File: config.mk
export PLATFORM = sky130hd
export DESIGN_NAME = sha1_stream_hasher_core
export DESIGN_NICKNAME = d
export VERILOG_FILES = /design/src/hdl/sha1sh_pkg.sv /design/src/hdl/sha1_stream_hasher_core.sv /design/src/hdl/sha1sh_dpath.sv /design/src/hdl/sha1sh_ctrl.sv
export SDC_FILE = /design/constraint.sdc
export NUM_CORES = 2
export LEC_CHECK = 0
export ABC_AREA = 1
export BUFFER_PORTS_ARGS = -buffer_cell sky130_fd_sc_hd__buf_2
export CORE_MARGIN = 1.5
export CORE_UTILIZATION = 61
export CTS_CLUSTER_DIAMETER = 150
export DETAILED_ROUTE_END_ITERATION = 7
export PLACE_DENSITY_LB_ADDON = 0.3
export SKIP_LAST_GASP = 1
export SLEW_MARGIN = 20
export SYNTH_ARGS = -nofsm -noshare
export SYNTH_HDL_FRONTEND = slang
export SYNTH_SLANG_ARGS = --single-unit
File: constraint.sdc
create_clock -name clk -period 20.8 [get_ports clk]
set_input_delay 3.12 -clock clk [delete_from_list [all_inputs] [get_ports clk]]
set_output_delay 3.12 -clock clk [all_outputs]
set_load 0.1 [all_outputs]
File: src/hdl/sha1sh_pkg.sv
package sha1sh_pkg;

  // Input item: one message byte and its flags
  typedef struct packed {
    logic [7:0] data_byte;
    logic       has_byte;
    logic       end_of_message;
  } in_item_t;

  // Result item: one digest word
  typedef struct packed {
    logic [31:0] digest_word;
    logic [2:0]  word_index;
    logic        last_word;
  } out_item_t;

  // Controller states
  typedef enum logic [2:0] {
    S_IDLE,
    S_PAD,
    S_ROUND,
    S_FOLD,
    S_OUT
  } state_t;

  // Source of the byte shifted into the block buffer
  typedef enum logic [1:0] {
    SEL_DATA,
    SEL_PAD80,
    SEL_ZERO,
    SEL_LEN
  } byte_sel_t;

  // Round function groups, twenty rounds each
  typedef enum logic [1:0] {
    GRP_CH,
    GRP_PAR1,
    GRP_MAJ,
    GRP_PAR2
  } round_grp_t;

  localparam int unsigned NumRounds   = 80;
  localparam int unsigned GroupRounds = 20;
  localparam int unsigned DigestWords = 5;
  localparam int unsigned LenStart    = 56;

  localparam logic [7:0] PAD_BYTE = 8'h80;

  localparam logic [31:0] INIT_CHAIN [DigestWords] = '{
    32'h67452301, 32'hEFCDAB89, 32'h98BADCFE, 32'h10325476, 32'hC3D2E1F0
  };

  localparam logic [31:0] ROUND_K [4] = '{
    32'h5A827999, 32'h6ED9EBA1, 32'h8F1BBCDC, 32'hCA62C1D6
  };

  // Commands from controller to datapath
  typedef struct packed {
    logic       shift;
    byte_sel_t  byte_sel;
    logic       count;
    logic       load_work;
    logic       round_step;
    round_grp_t round_grp;
    logic       fold;
    logic       out_load;
    logic [2:0] out_idx;
    logic       init;
  } cmd_t;

  // Status from datapath to controller
  typedef struct packed {
    logic [5:0] blk_pos;
    logic       out_full;
  } stat_t;

endpackage

File: src/hdl/sha1_stream_hasher_core.sv
// Channel | Handshake          | Payload                                   | Direction
// in      | in_valid/in_stall  | in_item  (data_byte, has_byte, end_of_msg) | into block
// out     | out_valid/out_stall| out_item (digest_word, word_index, last)   | out of block
//
// A byte item is taken while idle; the item that fills a block then compresses it
// (rounds, chaining add). A final item adds one pad byte per cycle to the block end and
// compresses each padded block (two if under 9 bytes are free) and loads the digest words.
// in_stall is high while padding, compressing or loading the digest.
// Reset (rst, synchronous) loads the initial chaining words and clears the length.
// A digest word waits in the output register while out_stall is high; after the last one
// a new message may start.
module sha1_stream_hasher_core (
  input  logic                  clk,
  input  logic                  rst,
  input  logic                  in_valid,
  output logic                  in_stall,
  input  sha1sh_pkg::in_item_t  in_item,
  output logic                  out_valid,
  input  logic                  out_stall,
  output sha1sh_pkg::out_item_t out_item
);

  sha1sh_pkg::cmd_t  cmd;
  sha1sh_pkg::stat_t stat;

  // Sequencer
  sha1sh_ctrl u_ctrl (
    .clk            (clk),
    .rst            (rst),
    .in_valid       (in_valid),
    .has_byte       (in_item.has_byte),
    .end_of_message (in_item.end_of_message),
    .in_stall       (in_stall),
    .stat           (stat),
    .cmd            (cmd)
  );

  // Block buffer, round unit, chaining words and output register
  sha1sh_dpath u_dpath (
    .clk       (clk),
    .rst       (rst),
    .cmd       (cmd),
    .in_item   (in_item),
    .stat      (stat),
    .out_valid (out_valid),
    .out_stall (out_stall),
    .out_item  (out_item)
  );

endmodule

File: src/hdl/sha1sh_dpath.sv
module sha1sh_dpath (
  input  logic                 clk,
  input  logic                 rst,
  input  sha1sh_pkg::cmd_t     cmd,
  input  sha1sh_pkg::in_item_t in_item,
  output sha1sh_pkg::stat_t    stat,
  output logic                 out_valid,
  input  logic                 out_stall,
  output sha1sh_pkg::out_item_t out_item
);

  // Block buffer doubles as the message schedule window (word 0 at the top)
  logic [511:0] blk;
  logic [31:0]  chain [sha1sh_pkg::DigestWords];
  logic [31:0]  wa, wb, wc, wd, we;
  logic [60:0]  byte_count;
  logic [5:0]   blk_pos;

  logic [31:0] win0, win2, win8, win13, sched_x, sched_new;
  logic [31:0] f_val, t_val;
  logic [63:0] len_bits, len_shift;
  logic [7:0]  feed;

  // Schedule taps
  assign win0      = blk[511:480];
  assign win2      = blk[447:416];
  assign win8      = blk[255:224];
  assign win13     = blk[95:64];
  assign sched_x   = win13 ^ win8 ^ win2 ^ win0;
  assign sched_new = {sched_x[30:0], sched_x[31]};

  // Round function
  always_comb begin
    case (cmd.round_grp)
      sha1sh_pkg::GRP_CH:  f_val = (wb & wc) | (~wb & wd);
      sha1sh_pkg::GRP_MAJ: f_val = (wb & wc) | (wb & wd) | (wc & wd);
      default:             f_val = wb ^ wc ^ wd;
    endcase
  end

  assign t_val = {wa[26:0], wa[31:27]} + f_val + we
               + sha1sh_pkg::ROUND_K[cmd.round_grp] + win0;

  // Length bytes, most significant first, at block positions 56..63
  assign len_bits  = {byte_count, 3'b000};
  assign len_shift = len_bits >> {~blk_pos[2:0], 3'b000};

  // Byte source
  always_comb begin
    case (cmd.byte_sel)
      sha1sh_pkg::SEL_DATA:  feed = in_item.data_byte;
      sha1sh_pkg::SEL_PAD80: feed = sha1sh_pkg::PAD_BYTE;
      sha1sh_pkg::SEL_LEN:   feed = len_shift[7:0];
      default:               feed = 8'h00;
    endcase
  end

  // Block buffer: byte shift on fill, word shift during rounds
  always_ff @(posedge clk) begin
    if (cmd.shift) begin
      blk <= {blk[503:0], feed};
    end else if (cmd.round_step) begin
      blk <= {blk[479:0], sched_new};
    end
  end

  // Position in block and message length
  always_ff @(posedge clk) begin
    if (rst || cmd.init) begin
      blk_pos    <= '0;
      byte_count <= '0;
    end else begin
      if (cmd.shift) begin
        blk_pos <= blk_pos + 6'd1;
      end
      if (cmd.count) begin
        byte_count <= byte_count + 61'd1;
      end
    end
  end

  // Chaining words
  always_ff @(posedge clk) begin
    if (rst || cmd.init) begin
      for (int i = 0; i < sha1sh_pkg::DigestWords; i++) begin
        chain[i] <= sha1sh_pkg::INIT_CHAIN[i];
      end
    end else if (cmd.fold) begin
      chain[0] <= chain[0] + wa;
      chain[1] <= chain[1] + wb;
      chain[2] <= chain[2] + wc;
      chain[3] <= chain[3] + wd;
      chain[4] <= chain[4] + we;
    end
  end

  // Working registers a..e
  always_ff @(posedge clk) begin
    if (cmd.load_work) begin
      wa <= chain[0];
      wb <= chain[1];
      wc <= chain[2];
      wd <= chain[3];
      we <= chain[4];
    end else if (cmd.round_step) begin
      wa <= t_val;
      wb <= wa;
      wc <= {wb[1:0], wb[31:2]};
      wd <= wc;
      we <= wd;
    end
  end

  // Output register
  always_ff @(posedge clk) begin
    if (rst) begin
      out_valid <= 1'b0;
    end else if (cmd.out_load) begin
      out_valid <= 1'b1;
    end else if (!out_stall) begin
      out_valid <= 1'b0;
    end
  end

  always_ff @(posedge clk) begin
    if (cmd.out_load) begin
      out_item.digest_word <= chain[cmd.out_idx];
      out_item.word_index  <= cmd.out_idx;
      out_item.last_word   <= (cmd.out_idx == 3'(sha1sh_pkg::DigestWords - 1));
    end
  end

  assign stat.blk_pos  = blk_pos;
  assign stat.out_full = out_valid && out_stall;

endmodule

File: src/hdl/sha1sh_ctrl.sv
module sha1sh_ctrl (
  input  logic              clk,
  input  logic              rst,
  input  logic              in_valid,
  input  logic              has_byte,
  input  logic              end_of_message,
  output logic              in_stall,
  input  sha1sh_pkg::stat_t stat,
  output sha1sh_pkg::cmd_t  cmd
);

  localparam logic [6:0] LastRound = 7'(sha1sh_pkg::NumRounds - 1);
  localparam logic [2:0] LastWord  = 3'(sha1sh_pkg::DigestWords - 1);
  localparam logic [5:0] LastPos   = 6'h3F;
  localparam logic [5:0] LenPos    = 6'(sha1sh_pkg::LenStart);

  sha1sh_pkg::state_t state, state_next;
  sha1sh_pkg::state_t ret, ret_next;
  logic [6:0] round_cnt, round_cnt_next;
  logic [2:0] out_idx, out_idx_next;
  logic       sent80, sent80_next;
  logic       len_ok, len_ok_next;
  logic       accept;

  assign in_stall = (state != sha1sh_pkg::S_IDLE);
  assign accept   = in_valid && !in_stall;

  // State register
  always_ff @(posedge clk) begin
    if (rst) begin
      state     <= sha1sh_pkg::S_IDLE;
      ret       <= sha1sh_pkg::S_IDLE;
      round_cnt <= '0;
      out_idx   <= '0;
      sent80    <= 1'b0;
      len_ok    <= 1'b0;
    end else begin
      state     <= state_next;
      ret       <= ret_next;
      round_cnt <= round_cnt_next;
      out_idx   <= out_idx_next;
      sent80    <= sent80_next;
      len_ok    <= len_ok_next;
    end
  end

  // Next state and commands
  always_comb begin
    state_next     = state;
    ret_next       = ret;
    round_cnt_next = round_cnt;
    out_idx_next   = out_idx;
    sent80_next    = sent80;
    len_ok_next    = len_ok;
    cmd            = '0;
    cmd.byte_sel   = sha1sh_pkg::SEL_DATA;
    cmd.round_grp  = sha1sh_pkg::GRP_CH;
    cmd.out_idx    = out_idx;

    case (state)
      sha1sh_pkg::S_IDLE: begin
        if (accept) begin
          sent80_next = 1'b0;
          len_ok_next = 1'b0;
          if (has_byte) begin
            cmd.shift = 1'b1;
            cmd.count = 1'b1;
          end
          if (has_byte && stat.blk_pos == LastPos) begin
            // block full: compress, then pad if this was the final item
            cmd.load_work = 1'b1;
            state_next    = sha1sh_pkg::S_ROUND;
            ret_next      = end_of_message ? sha1sh_pkg::S_PAD : sha1sh_pkg::S_IDLE;
          end else if (end_of_message) begin
            state_next = sha1sh_pkg::S_PAD;
          end
        end
      end

      sha1sh_pkg::S_PAD: begin
        cmd.shift = 1'b1;
        if (!sent80) begin
          cmd.byte_sel = sha1sh_pkg::SEL_PAD80;
          sent80_next  = 1'b1;
          len_ok_next  = (stat.blk_pos < LenPos);
        end else if (len_ok && stat.blk_pos >= LenPos) begin
          cmd.byte_sel = sha1sh_pkg::SEL_LEN;
        end else begin
          cmd.byte_sel = sha1sh_pkg::SEL_ZERO;
        end
        if (stat.blk_pos == LastPos) begin
          cmd.load_work = 1'b1;
          state_next    = sha1sh_pkg::S_ROUND;
          if (cmd.byte_sel == sha1sh_pkg::SEL_LEN) begin
            ret_next = sha1sh_pkg::S_OUT;
          end else begin
            // extra block: the length goes in the next one
            ret_next    = sha1sh_pkg::S_PAD;
            len_ok_next = 1'b1;
          end
        end
      end

      sha1sh_pkg::S_ROUND: begin
        cmd.round_step = 1'b1;
        if (round_cnt < 7'(sha1sh_pkg::GroupRounds)) begin
          cmd.round_grp = sha1sh_pkg::GRP_CH;
        end else if (round_cnt < 7'(2 * sha1sh_pkg::GroupRounds)) begin
          cmd.round_grp = sha1sh_pkg::GRP_PAR1;
        end else if (round_cnt < 7'(3 * sha1sh_pkg::GroupRounds)) begin
          cmd.round_grp = sha1sh_pkg::GRP_MAJ;
        end else begin
          cmd.round_grp = sha1sh_pkg::GRP_PAR2;
        end
        if (round_cnt == LastRound) begin
          round_cnt_next = '0;
          state_next     = sha1sh_pkg::S_FOLD;
        end else begin
          round_cnt_next = round_cnt + 7'd1;
        end
      end

      sha1sh_pkg::S_FOLD: begin
        cmd.fold     = 1'b1;
        out_idx_next = '0;
        state_next   = ret;
      end

      sha1sh_pkg::S_OUT: begin
        if (!stat.out_full) begin
          cmd.out_load = 1'b1;
          if (out_idx == LastWord) begin
            // last word captured: back to initial state for next message
            cmd.init     = 1'b1;
            out_idx_next = '0;
            state_next   = sha1sh_pkg::S_IDLE;
          end else begin
            out_idx_next = out_idx + 3'd1;
          end
        end
      end

      default: begin
        state_next = sha1sh_pkg::S_IDLE;
      end
    endcase
  end

  // Checks
  a_round_range: assert property (@(posedge clk) disable iff (rst)
    round_cnt <= LastRound)
    else $error("round counter out of range");

  a_round_to_fold: assert property (@(posedge clk) disable iff (rst)
    (state == sha1sh_pkg::S_ROUND && round_cnt == LastRound) |=> state == sha1sh_pkg::S_FOLD)
    else $error("compression did not end after last round");

  a_no_overwrite: assert property (@(posedge clk) disable iff (rst)
    cmd.out_load |-> !stat.out_full)
    else $error("output register overwritten while stalled");

  a_out_idx_range: assert property (@(posedge clk) disable iff (rst)
    out_idx <= LastWord)
    else $error("digest word index out of range");

  a_work_only_full_block: assert property (@(posedge clk) disable iff (rst)
    cmd.load_work |-> stat.blk_pos == LastPos)
    else $error("compression started on a partial block");

endmodule
Yosys cells after proc, flatten, opt, wreduce, memory -nomap -nowiden

Memory sizes are Yosys's and may differ from the RTL's. A register that Yosys moved wholly into a read port is not among the register bits.
Index checks and enable logic that the tools add are counted.

Bitwise logic cells: 20
Add/subtract/negate cells: 13
Reduce and logical (&&, ||, !) cells: 18
Order comparisons: 6
Equal/unequal tests: 19
Multiplexer cells: 75
Shift-type cells: 1

Operator list:

| operator              | number |
|---|---|
| $mux 512              | 2 |
| $mux 32               | 17 |
| $add 32x32->32        | 9 |
| $xor 32x32->32        | 5 |
| $and 32x32->32        | 4 |
| $or 32x32->32         | 3 |
| $bmux 32 s2           | 1 |
| $pmux 32 s2           | 1 |
| $shr 64x6->8          | 1 |
| $add 61x1->61 const B | 1 |
| $mux 3                | 14 |
| $not 32->32           | 1 |
| $mux 1                | 25 |
| $pmux 8 s3            | 1 |
| $pmux 3 s5            | 1 |
| $lt 7x6->1 const B    | 2 |
| $mux 2                | 6 |
| $ne 2x1->1 const B    | 6 |
| $pmux 3 s2            | 2 |
| $pmux 1 s2            | 4 |
| $reduce_bool 2->1     | 4 |
| $add 7x1->7 const B   | 1 |
| $eq 7x7->1 const B    | 1 |
| $lt 7x5->1 const B    | 1 |
| 26 further kinds      | 39 |

Bits of input ports: 14
Memories: 1
Bits in writable memories: 160
Register bits after elaboration: 762
Word-level logic and storage cells: 170
Output and inout port bits: 38

Memory list:

| name          | depth | width | rd ports | clocked after memory_dff | write ports | line               | source |
|---|---|---|---|---|---|---|---|
| u_dpath.chain | 5     | 32    | 6        | 1                        | 5           | sha1sh_dpath.sv:14 | `logic [31:0] chain [sha1sh_pkg::DigestWords];` |

Logic depth before layout (Yosys ltp)

Word-level depth: 13
Gate-level depth with buffers: 29
Mapped depth without buffers: 28

Modules after synthesis

From an unflattened synthesis, not the netlist that was laid out.

Cells, all modules: 7,283
Area, all modules: 58,638.7 µm²

By module, submodules not included:

| module       | times used | area each (µm²) | cells each | seq. area each (µm²) |
|---|---|---|---|---|
| sha1sh_dpath | 1          | 57,526.4        | 7,118      | 27,426.3 |
| sha1sh_ctrl  | 1          | 1,112.3         | 165        | 340.3 |

Worst setup path after synthesis

OpenSTA, ideal clock, no wires.

Path type: in2reg
From: input port in_valid
To: register u_dpath.blk[0] (enable)
Buffers on the path: 2
Arrival: 12,130 ps
Required time: 17,106 ps
Library setup time: 3,694 ps
Stages on the path: 8
Slack: 4,976 ps
Cell sequence: inv_1 > nor2_4 > nand2_4 > nand2_4 > inv_2 > buf_2 > buf_2 > nand2_1

Cells in the longest elaborated chain, start to end: 4

RTL lines:

| element                     | line                          | source |
|---|---|---|
| start: declaration          | sha1_stream_hasher_core.sv:15 | `input logic in_valid,` |
| $logic_and 1x1->1           | sha1sh_ctrl.sv:26             | `assign accept = in_valid && !in_stall;` |
| $mux 1                      | sha1sh_ctrl.sv:62             | `if (accept) begin` |
| $pmux 1 s2                  | sha1sh_ctrl.sv:60             | `case (state)` |
| $reduce_bool 2->1 (no line) | -                             |  |
| end signal: assignment      | sha1sh_dpath.sv:61            | `blk <= {blk[503:0], feed};` |
| end signal: assignment      | sha1sh_dpath.sv:63            | `blk <= {blk[479:0], sched_new};` |
| end: declaration            | sha1sh_dpath.sv:13            | `logic [511:0] blk;` |

No other way between the ends.
A chain may end at the register's enable or synchronous reset.

Worst setup path after layout

From: input port in_valid
To: register u_dpath.blk[374] (enable)

The elaborated chain is that of the path after synthesis.

==> summary.md <==
| Metric | Value |
|---|---|
| Status | `completed` |
| Yosys warning total | `0` |
| Worst setup path startpoint | `in_valid` |
| Top cells by area, synth | `edfxtp_1 44%, nand2_1 17%, inv_1 5.0%` |
| R2R Path Start | `u_ctrl.state[1]` |
| Least-Margin Pin Slew | `1.09 ns` |
| Fmax | `139 MHz` |
| Most used DFF post-synth | `edfxtp_1` |
| Initial Utilization | `0.617` |
| Share of async-settable or async-resettable flops after synthesis | `0` |
| Core ar. | `between 90000 and 100000 sq um` |
| Netlist Area Pre-Place | `a little under 60000 sq um` |
| Vias/cell | `between 5 and 6` |
| Worst Skew | `roughly 0.037 ns` |
| Post-Syn Area per Cell | `just over 8 sq um` |
| Worst-Skew Late Latency | `roughly 0.73 ns` |
| Cell area after layout | `63200 sq um` |
| Post-detailed-route count of antenna-violating nets | `0` |
| CTS tree | `done` |
| Seq/Total Area, Yosys | `0.473` |
| First-pass GRT wire length | `approximately 280000 um` |
| Tcrit/Tclk final | `0.346` |
| Final worst path period need | `7.20 ns` |
| Slew margin rel. | `0.275` |
| Detailed router's first-iteration violation count | `just under 7000` |
| Pin count of the biggest net entering global routing | `between 200 and 250` |
| Global route overflow | `0` |
| Syn nets | `between 7000 and 8000` |
| H-tree levels | `3` |
| Detailed-route wire length | `183000 um` |
| Die ar. | `98100 sq um` |
| GR Util All Layers | `0.370` |
| CP top delay family | `buffers and inverters` |
| Post-synth top area share | `0.444` |
| Finished Layout Cells | `8513` |
| GP Congestion | `1.10` |
| Worst Hold Launch | `u_ctrl.sent80` |
| Fillers | `roughly 8000` |
| CP max-delay cell | `buf_4` |
| Synth unique cells | `between 50 and 60` |
| Type of the worst min-delay path | `reg -> reg` |
| Reg2Reg Setup Slack | `between 10 and 15 ns` |
| Arrival time worst endpoint | `about 7.5 ns` |
| CP bufs+invs | `5` |
| CTS root buf | `clkbuf_16` |
| Port-buffer cells | `51` |
| Area grow syn2layout | `7.62%` |
| Vias in the first global route | `~46000` |
| Crit path largest cell delay | `0.92 ns` |
| CTS sink cnt | `about 950` |
| WHS Path Cells | `2` |
| Most common cell after layout, fill and taps aside | `nand2_1` |
| Total Nets Final | `about 7500` |
| Syn Inst Count | `between 7000 and 8000` |
| CTS Buffer Depth | `3` |
| Leakage | `~0.027 uW` |
| Via count | `~50000` |
| Number of flops mapped to enable cells by yosys | `just under 900` |
| RSZ-0062 raised after global routing | `false` |
| Worst Path Max Fanout | `~170` |
| TNS Setup | `0 ns` |
| DP Cell Count | `approximately 8300` |
| Commonest non-fill, non-tap cells in the layout | `2641 x nand2_1, 868 x edfxtp_1, 788 x inv_1` |
| Die Y | `between 300 and 400 um` |
| Worst-case reg-to-reg path depth | `23` |
| Slew Limit Fails | `0` |
| Crit path capture type | `flip-flop` |
| Post-CTS Setup Bufs | `0` |
| Post-CTS Hold Fix Bufs | `0` |
| Critical Path Source Type | `input pin` |
| Drt first pass iters | `7` |
| Hold path endpoint | `u_ctrl.sent80` |
| #FFs+latches synth | `~950` |
| Number of clock buffers inserted by TritonCTS | `about 100` |
| Hold WS | `approximately 0.47 ns` |
| Register area | `~28000 sq um` |
| Setup violators final | `0` |
| CP Cell Sequence | `buf_2 -> inv_1 -> nor2_4 -> nand2_4 -> nand2_8 -> inv_8 -> nand2_4 -> buf_4 -> buf_4` |
| Max VDD drop | `roughly 120 uV` |
| Worst-path clk slew | `roughly 0.060 ns` |
| Area of the multi-input gates | `between 20000 and 30000 sq um` |
| Dpl cell area | `between 50000 and 60000 sq um` |
| Initial antenna violation count | `4` |
| # IOs | `52` |
| # DRC | `0` |
| Max Cap Viol | `0` |
| Detailed Place HPWL | `about 140000 um` |
| PostCTS Resize Cnt | `0` |
| Final Hold Viols | `0` |
| DR WL/cell | `about 21 um` |
| Crit Path Class | `in -> reg` |
| Post-synth top area cell | `edfxtp_1` |
| Standard-cell rows | `between 100 and 150` |
| Layout cells sized above 1 | `0.0392` |
| Die X-Extent | `~310 um` |
| PwrDens | `just under 90 nW/um^2` |
| Reg2reg end | `u_dpath.wa[29]` |
| Worst Path Required | `21.14 ns` |
state kept, by name, indices dropped and copies added, names as in the netlist, 3 cells and up:
name                flops
u_ctrl.round_cnt        7
u_dpath.blk_pos         6
u_dpath.wd             32
u_dpath.chain         160
u_dpath.wc             32
u_ctrl.out_idx          3
u_dpath.out_item       36
u_dpath.we             32
u_dpath.blk           512
u_dpath.wa             32
u_dpath.wb             32
u_dpath.byte_count     61
u_ctrl.state            3
cell type report:
class / instances / area share
flip-flops and latches: 953 / 0.440
multi-input cells: 5228 / 0.427
inverters: 794 / 0.0473
clock buffers: 135 / 0.0444
well taps: 1265 / 0.0250
clock inverters: 54 / 0.00915
repair buffers: 83 / 0.00804
diodes: 1 / 0.0000396
kinds of logic after synthesis:
logic type | after synthesis | synth area share
compound gates | 1107 | 0.103
xor+xnor | 141 | 0.0210
fa+ha+maj | 328 | 0.0859
buf+inv | 1021 | 0.0690
flops | 953 | 0.473
simple gates | 3652 | 0.248
tightest hold or removal path, stage by stage, from the launching register on:
cell	delay (ns)
dfxtp_1	0.31
nand2_1	0.06
a21oi_1	0.05
how the worst max path moves through the flow:
stage	endpoint	slack (ns)	depth (start not counted)
after floorplan	u_dpath.blk[0]	4.98	8
after global placement	u_dpath.blk[175]	13.03	9
after global routing	u_dpath.blk[127]	13.30	9
after CTS	u_dpath.blk[359]	13.75	9
after detailed placement	u_dpath.blk[183]	12.97	9
final	u_dpath.blk[374]	13.60	9
through the flow:
step	power [uW]	util	setup slack [ns]
3_5_place_dp	3740	0.629	12.97
2_1_floorplan	3500	-	4.98
3_3_place_gp	3710	0.629	13.03
6_report	5600	0.664	13.60
5_1_grt	5840	0.664	13.30
4_1_cts	5600	0.664	13.75
routing by layer:
layer	global-route usage	share of wire
met5	0	0
met4	0.152	0.046
met3	0.0760	0.10
met2	0.550	0.43
met1	0.530	0.42
synth_stat cells (5+ instances only):
master	number
nor4_1	17
fa_1	125
xor2_1	32
nand4_1	62
nor2_2	7
ha_1	203
or2_2	18
o211ai_1	42
a221oi_1	19
nor3_1	74
o21a_1	28
clkbuf_1	74
nand3_1	283
buf_2	140
nand2_1	2645
a21oi_1	428
inv_2	5
a31oi_1	36
inv_1	789
buf_4	7
a21boi_0	7
nand3b_1	11
a21o_1	16
nor2_1	510
edfxtp_1	868
o21ai_1	40
dfxtp_1	85
nor3_2	5
xnor2_1	109
o21bai_1	31
a22oi_1	12
a211oi_1	5
o21ai_0	433
where the power goes:
part	total, uW	internal, uW	switching [uW]
sequential	2680	2490	185
combinational	1050	330	723
clock	1870	1050	817
Note: power is estimated with default switching activity, not from simulation.
